**src/rtl/core/best_fit_partition_allocator_top_assert.svh**
```systemverilog
// Assertion macros for the partition allocator
`ifndef BEST_FIT_PARTITION_ALLOCATOR_TOP_ASSERT_SVH
`define BEST_FIT_PARTITION_ALLOCATOR_TOP_ASSERT_SVH

// implication check, disabled in reset
`define BFPA_ASSERT_IMP(label, clk, rst_n, ante, cons) \
    label: assert property (@(posedge clk) disable iff (!rst_n) (ante) |-> (cons)) \
        else $error("check failed");

// next-cycle implication, disabled in reset
`define BFPA_ASSERT_NEXT(label, clk, rst_n, ante, cons) \
    label: assert property (@(posedge clk) disable iff (!rst_n) (ante) |=> (cons)) \
        else $error("check failed");

`endif

```
**src/rtl/core/bfpa_pkg.sv**
```systemverilog
package bfpa_pkg;

    localparam int ADDR_BITS    = 16;
    localparam int ID_BITS      = 8;
    localparam int FREE_ENTRIES = 17;
    localparam int BUSY_ENTRIES = 16;
    localparam int QUEUE_DEPTH  = 8;
    localparam int LEN_BITS     = ADDR_BITS + 1;
    localparam int FIDX_BITS    = $clog2(FREE_ENTRIES);
    localparam int BIDX_BITS    = $clog2(BUSY_ENTRIES);
    localparam int QIDX_BITS    = (QUEUE_DEPTH > 1) ? $clog2(QUEUE_DEPTH) : 1;
    localparam int FCNT_BITS    = $clog2(FREE_ENTRIES + 1);
    localparam int BCNT_BITS    = $clog2(BUSY_ENTRIES + 1);
    localparam int QCNT_BITS    = $clog2(QUEUE_DEPTH + 1);

    typedef logic [ADDR_BITS-1:0] t_addr;
    typedef logic [LEN_BITS-1:0]  t_len;
    typedef logic [ID_BITS-1:0]   t_id;

    typedef enum logic [2:0] {
        KIND_GRANT   = 3'd0,
        KIND_QUEUED  = 3'd1,
        KIND_FREED   = 3'd2,
        KIND_UNKNOWN = 3'd3,
        KIND_DROPPED = 3'd4
    } t_kind;

    // datapath commands
    typedef enum logic [3:0] {
        CMD_NONE,
        CMD_INIT,      // reset tables
        CMD_LOAD,      // latch request
        CMD_FIT_STEP,  // scan one free entry for best fit
        CMD_GRANT,     // commit grant into tables
        CMD_ENQUEUE,   // push request into queue
        CMD_BSRCH,     // scan one busy entry for id
        CMD_RELEASE,   // remove busy entry
        CMD_ADJ_STEP,  // scan one free entry for neighbors
        CMD_MERGE,     // coalesce
        CMD_QSCAN,     // scan one queue entry
        CMD_QPICK,     // load queued request as current
        CMD_QPOP       // remove granted queue entry
    } t_cmd;

    typedef struct packed {
        logic fit_found;
        logic busy_full;
        logic queue_full;
        logic fscan_done;
        logic bscan_done;
        logic bhit;
        logic qscan_done;
        logic qfit;
    } t_status;

    typedef enum logic [3:0] {
        ST_IDLE, ST_ALLOC_SCAN, ST_ALLOC_DEC, ST_BUSY_SCAN, ST_RELEASE,
        ST_ADJ_SCAN, ST_MERGE, ST_Q_SCAN, ST_Q_FIT_SCAN, ST_Q_DEC, ST_OUT1, ST_OUT2
    } t_state;

endpackage

```
**src/rtl/core/bfpa_ctrl.sv**
```systemverilog
module bfpa_ctrl
    import bfpa_pkg::*;
(
    input  logic    i_clk,
    input  logic    i_rst_n,
    input  logic    i_cfg_we,
    input  logic    i_in_valid,
    input  logic    i_in_mode,
    input  logic    i_out_ready,
    input  t_status i_status,
    output logic    o_in_ready,
    output t_cmd    o_cmd,
    output logic    o_scan_rst,
    output logic    o_out_valid,
    output t_kind   o_kind,
    output logic    o_use_free,
    output logic    o_addr_en,
    output logic    o_last
);
    t_state r_state, n_state;
    logic   r_init, n_init;
    logic   r_mode, n_mode;
    logic   r_qmode, n_qmode;
    logic   r_drop, n_drop;

    always_ff @(posedge i_clk) begin
        if (!i_rst_n) begin
            r_state <= ST_IDLE; r_init <= 1'b1; r_mode <= 1'b0; r_qmode <= 1'b0;
            r_drop <= 1'b0;
        end else begin
            r_state <= n_state; r_init <= n_init; r_mode <= n_mode; r_qmode <= n_qmode;
            r_drop <= n_drop;
        end
    end

    always_comb begin
        n_state = r_state; n_init = r_init | i_cfg_we;
        n_mode = r_mode; n_qmode = r_qmode; n_drop = r_drop;
        o_in_ready = 1'b0; o_cmd = CMD_NONE; o_scan_rst = 1'b0;
        o_out_valid = 1'b0; o_kind = KIND_GRANT; o_use_free = 1'b0;
        o_addr_en = 1'b0; o_last = 1'b1;
        unique case (r_state)
            ST_IDLE: begin
                o_scan_rst = 1'b1;
                if (r_init) begin
                    o_cmd = CMD_INIT; n_init = i_cfg_we;
                end else begin
                    o_in_ready = 1'b1;
                    if (i_in_valid) begin
                        o_cmd = CMD_LOAD; n_mode = i_in_mode; n_qmode = 1'b0;
                        n_state = i_in_mode ? ST_BUSY_SCAN : ST_ALLOC_SCAN;
                    end
                end
            end
            ST_ALLOC_SCAN: begin
                if (i_status.busy_full || i_status.fscan_done) n_state = ST_ALLOC_DEC;
                else o_cmd = CMD_FIT_STEP;
            end
            ST_ALLOC_DEC: begin
                if (!i_status.busy_full && i_status.fit_found) begin
                    o_cmd = CMD_GRANT;
                    n_state = r_qmode ? ST_OUT1 : ST_OUT2;
                end else if (r_qmode) begin
                    n_state = ST_OUT1; n_mode = 1'b0;
                    n_qmode = 1'b0;
                end else begin
                    // queue the request, or drop it when the queue is full
                    n_drop = i_status.queue_full;
                    if (!i_status.queue_full) o_cmd = CMD_ENQUEUE;
                    n_state = ST_OUT2;
                end
            end
            ST_BUSY_SCAN: begin
                if (i_status.bscan_done)
                    n_state = i_status.bhit ? ST_RELEASE : ST_OUT2;
                else o_cmd = CMD_BSRCH;
            end
            ST_RELEASE: begin
                o_cmd = CMD_RELEASE; o_scan_rst = 1'b1; n_state = ST_ADJ_SCAN;
            end
            ST_ADJ_SCAN: begin
                if (i_status.fscan_done) n_state = ST_MERGE;
                else o_cmd = CMD_ADJ_STEP;
            end
            ST_MERGE: begin
                o_cmd = CMD_MERGE; n_state = ST_Q_SCAN;
            end
            ST_Q_SCAN: begin
                if (i_status.qscan_done) begin
                    if (i_status.qfit) begin
                        o_cmd = CMD_QPICK; o_scan_rst = 1'b1; n_qmode = 1'b1;
                        n_state = ST_Q_FIT_SCAN;
                    end else n_state = ST_OUT1;
                end else o_cmd = CMD_QSCAN;
            end
            ST_Q_FIT_SCAN: begin
                if (i_status.busy_full || i_status.fscan_done) n_state = ST_ALLOC_DEC;
                else o_cmd = CMD_FIT_STEP;
            end
            ST_OUT1: begin
                // freed result; last unless a queued grant follows
                o_out_valid = 1'b1; o_kind = KIND_FREED; o_use_free = 1'b1;
                o_addr_en = 1'b1; o_last = !r_qmode;
                if (i_out_ready) begin
                    if (r_qmode) begin
                        o_cmd = CMD_QPOP; n_state = ST_OUT2; n_mode = 1'b0;
                    end else n_state = ST_IDLE;
                end
            end
            ST_OUT2: begin
                o_out_valid = 1'b1;
                if (r_mode) begin
                    o_kind = KIND_UNKNOWN; o_use_free = 1'b1;
                end else if (r_qmode || i_status.fit_found) begin
                    o_kind = KIND_GRANT; o_addr_en = 1'b1;
                end else if (r_drop) begin
                    o_kind = KIND_DROPPED;
                end else begin
                    o_kind = KIND_QUEUED;
                end
                if (i_out_ready) n_state = ST_IDLE;
            end
            default: n_state = ST_IDLE;
        endcase
    end
endmodule

```
**config.mk**
```make
export PLATFORM = sky130hd
export DESIGN_NAME = bfpa_ctrl
export DESIGN_NICKNAME = d
export VERILOG_FILES = /design/src/rtl/core/best_fit_partition_allocator_top_assert.svh /design/src/rtl/core/bfpa_pkg.sv /design/src/rtl/core/bfpa_ctrl.sv
export SDC_FILE = /design/constraint.sdc
export NUM_CORES = 1
export LEC_CHECK = 0
export BUFFER_PORTS_ARGS = -buffer_cell sky130_fd_sc_hd__buf_2
export CAP_MARGIN = 10
export CORE_ASPECT_RATIO = 1.25
export CORE_UTILIZATION = 40
export CTS_BUF_LIST = sky130_fd_sc_hd__clkbuf_4
export DETAILED_ROUTE_END_ITERATION = 16
export GPL_TIMING_DRIVEN = 1
export PLACE_DENSITY = 0.72
export SYNTH_ARGS = -nofsm -noshare
export SYNTH_HDL_FRONTEND = slang
export SYNTH_SLANG_ARGS = --single-unit
```
**constraint.sdc**
```tcl
create_clock -name i_clk -period 1.7 [get_ports i_clk]
set_input_delay 0.34 -clock i_clk [delete_from_list [all_inputs] [get_ports i_clk]]
set_output_delay 0.34 -clock i_clk [all_outputs]
set_load 0.1 [all_outputs]
```
==> results.json <==
{
  "grt_overflow": 0,
  "synth.distinct_cells": 44,
  "cap_viol_max_count": 0,
  "synth_cells": 121,
  "async_flop_share_pct": 0,
  "path_class": "reg -> out",
  "syn-cell-area_um2": 897,
  "netlist_top_cells_area": "dfxtp_1, mux2i_1, nand3b_1, a21oi_1, nor2b_1",
  "cp_cell_sequence": "or3b_4, o41a_1, o2111ai_4, buf_12",
  "grt_pass1_wl_um": 4690,
  "setup_violations": 16,
  "min_path_type": "in -> reg",
  "worstMarginPinSlew_ns": 0.363,
  "p_switching_uw": 1080,
  "layout_setup_ws_ns": -0.359,
  "wl_met2_um": 1640,
  "synth_mux_area_share_pct": 6.69,
  "grt_max_degree": 31,
  "yosysWarnings": 0,
  "max_stage_delay_ns": 0.39,
  "nets": 180,
  "met1Wirelength_um": 1200,
  "areaGrowthSynthToFinish_pct": 81.6,
  "cts-buffers-inserted": 3,
  "endpoint_kind": "output port",
  "violations": "setup timing",
  "max_freq_mhz": 486,
  "drc": 0,
  "clock_power_share_pct": 6.8,
  "ir_worst_vdd_mv": 1.66,
  "cts_sinks": 8,
  "cts_root_buffer": "clkbuf_4",
  "cts.htree.levels": 1,
  "power_density_nw_per_um2": 1310,
  "internal-power_uw": 1060,
  "coreArea_um2": 2050,
  "synth-edff-count": 0,
  "post-route-min-period_ns": 2.06,
  "critPathLaunchType": "flop",
  "rsz0062_at_grt": "yes",
  "synth_top_family_by_area": "simple AND/OR/NAND/NOR gates",
  "grt_pass1_vias": 1038,
  "clock_skew_ns": 0.00966,
  "power_frac_comb_pct": 80.9,
  "synthDominantCellAreaShare_pct": 17.9,
  "crit_slowest_cell": "or3b_4",
  "die_area_um2": 2440,
  "syn_nets": 135,
  "start_util_pct": 43.8,
  "dpl.hpwl_um": 2330,
  "final_util_pct": 79.5,
  "antenna_found_initial": 0,
  "viasPerCell": 5.85,
  "avgSynthCellArea_um2": 7.41,
  "fp-row-count": 18,
  "finalCritPeriodShare_pct": 121,
  "synth-seq-area-share_pct": 17.9,
  "synth_compound_area_share_pct": 26.2,
  "clk_pin_slew_ns": 0.06,
  "cp_data_arrival_time_ns": 1.72,
  "firstDrtPassIters": 4,
  "seqPwrFrac_pct": 12.3,
  "max_slew_margin_pct": 75.5,
  "ys.flop_type": "dfxtp_1",
  "drv_slew": 0,
  "wl_per_cell_um": 15.7,
  "total_power_uw": 2140,
  "crit_required_ns": 1.36,
  "vias": 1134,
  "grtUsageTotal_pct": 26.5,
  "wirelength_um": 3050,
  "yosys-top-cells-count": "a21oi_1, dfxtp_1",
  "yosys.area.top_type": "dfxtp_1",
  "drt-initial-drc-count": 29,
  "n_antenna_cell": 0,
  "cts_buffer_depth": 2,
  "cts_tree": "built",
  "synth-xor-area-share_pct": 0.976,
  "clk-insertion-delay-late_ns": 0.26,
  "io_buffer_count": 26,
  "ys_ff_latch": 8,
  "worstPathMaxFanout": 2,
  "met3_length_um": 177,
  "hold_viol": 0,
  "drtAntennaViolNets": 0,
  "maxUsedRoutingLayer": "met4",
  "synth-simple-area-share_pct": 39.1,
  "outcome": "complete, but fails checks",
  "die_x_um": 44.4,
  "nFillCells": 143,
  "io_pins": 27,
  "die_y_um": 55.0,
  "place_congestion": 0.892,
  "tns_ns": -2.43,
  "p_leak_uw": 0.000612,
  "synthAdderAreaFrac_pct": 0,
  "netSwitchingFraction_pct": 50.4,
  "drive_gt1_share_pct": 54.3
}
==> worst max-delay path, delay by kind of cell, from the launching register on <==
| kind | cells | cell delay, ns |
|---|---|---|
| and+or+nand+nor | 1 | 0.39 |
| DFF | 1 | 0.31 |
| buffers and inverters | 1 | 0.20 |
| AOI/OAI and AO/OA | 2 | 0.56 |
==> per-layer routing <==
layer  vias to the layer above  track usage, %
met3                         5            3.25
met5                         -               0
met1                       537            31.9
met4                         0            11.1
li1                        547               -
met2                        45            47.3
==> per-stage QoR <==
stage	hold WS, ns	instances	cell area (um2)	setup WS, ns
floorplan	0.446	121	1100	-0.588
global placement	0.527	185	1470	-0.166
detailed placement	0.533	185	1470	-0.184
CTS	0.258	189	1560	-0.379
global route	0.268	194	1630	-0.416
finish	0.265	194	1630	-0.359
==> registers in the layout, indices dropped and copies added, names as in the netlist <==
register / count
r_drop: 1
r_init: 1
r_mode: 1
r_qmode: 1
r_state: 4
==> cell type report <==
type / instances / area, um2 / area share [%]
Multi-Input combinational cell: 95 / 827 / 50.8
Sequential cell: 8 / 165 / 10.1
Clock buffer: 3 / 22.5 / 1.38
Tap cell: 30 / 37.5 / 2.30
Timing Repair Buffer: 53 / 549 / 33.7
Inverter: 5 / 27.5 / 1.69
==> cell usage in the layout, fill, tap and decap left out, types with 2 or more instances in the layout <==
cell      Yosys  final
dfxtp_1       8      4
nand2_1       6      6
nor3_1        3      3
buf_2         6     14
nand2b_1      4      4
nand4_1       3      3
nand3b_1      6      6
nor4_2        0      2
nor4b_1       2      2
a21oi_1       8      5
buf_4         2     23
o21ai_0       4      3
o31ai_1       3      2
nor2b_1       5      5
nand3_4       0      3
buf_12        0     14
o41ai_1       2      2
mux2i_1       6      6
a21boi_0      2      2
nor2_1        5      4
clkbuf_4      0      3
or3b_2        3      3
inv_1         5      3
dfxtp_2       0      4
a21oi_2       0      2
==> worst paths after layout <==
kind                 to  startpoint  depth (start not counted)  slack (ns)
max            o_cmd[0]  r_state[2]                          4       -0.36
max reg2reg  r_state[0]  r_state[2]                          5       -0.06
min reg2reg  r_state[3]  r_state[3]                          2        0.52
min              r_init    i_cfg_we                          2        0.26
==> power groups by stage <==
stage                     combinational (uW)  sequential [uW]  clock, uW
final                                   1730              264        145
after detailed placement                1550              256          0
after floorplan                         1150              251          0
after global routing                    1820              268        164
after global placement                  1520              254          0
after CTS                               1640              258        153
==> timing repair <==
item | in CTS | in global routing
hold buffers | 0 | 0
pin swaps | 7 | 2
setup endpoints to repair | 17 | 17
setup buffers | 1 | 5
gates resized for setup | 13 | 9
==> logic make-up after synthesis <==
logic type                Yosys count
AOI/OAI and AO/OA                  32
and+or+nand+nor                    56
buffers and inverters              18
muxes                               6
DFF                                 8
xor gates and xnor gates            1
No activity file was read; power rests on OpenSTA's default activity.
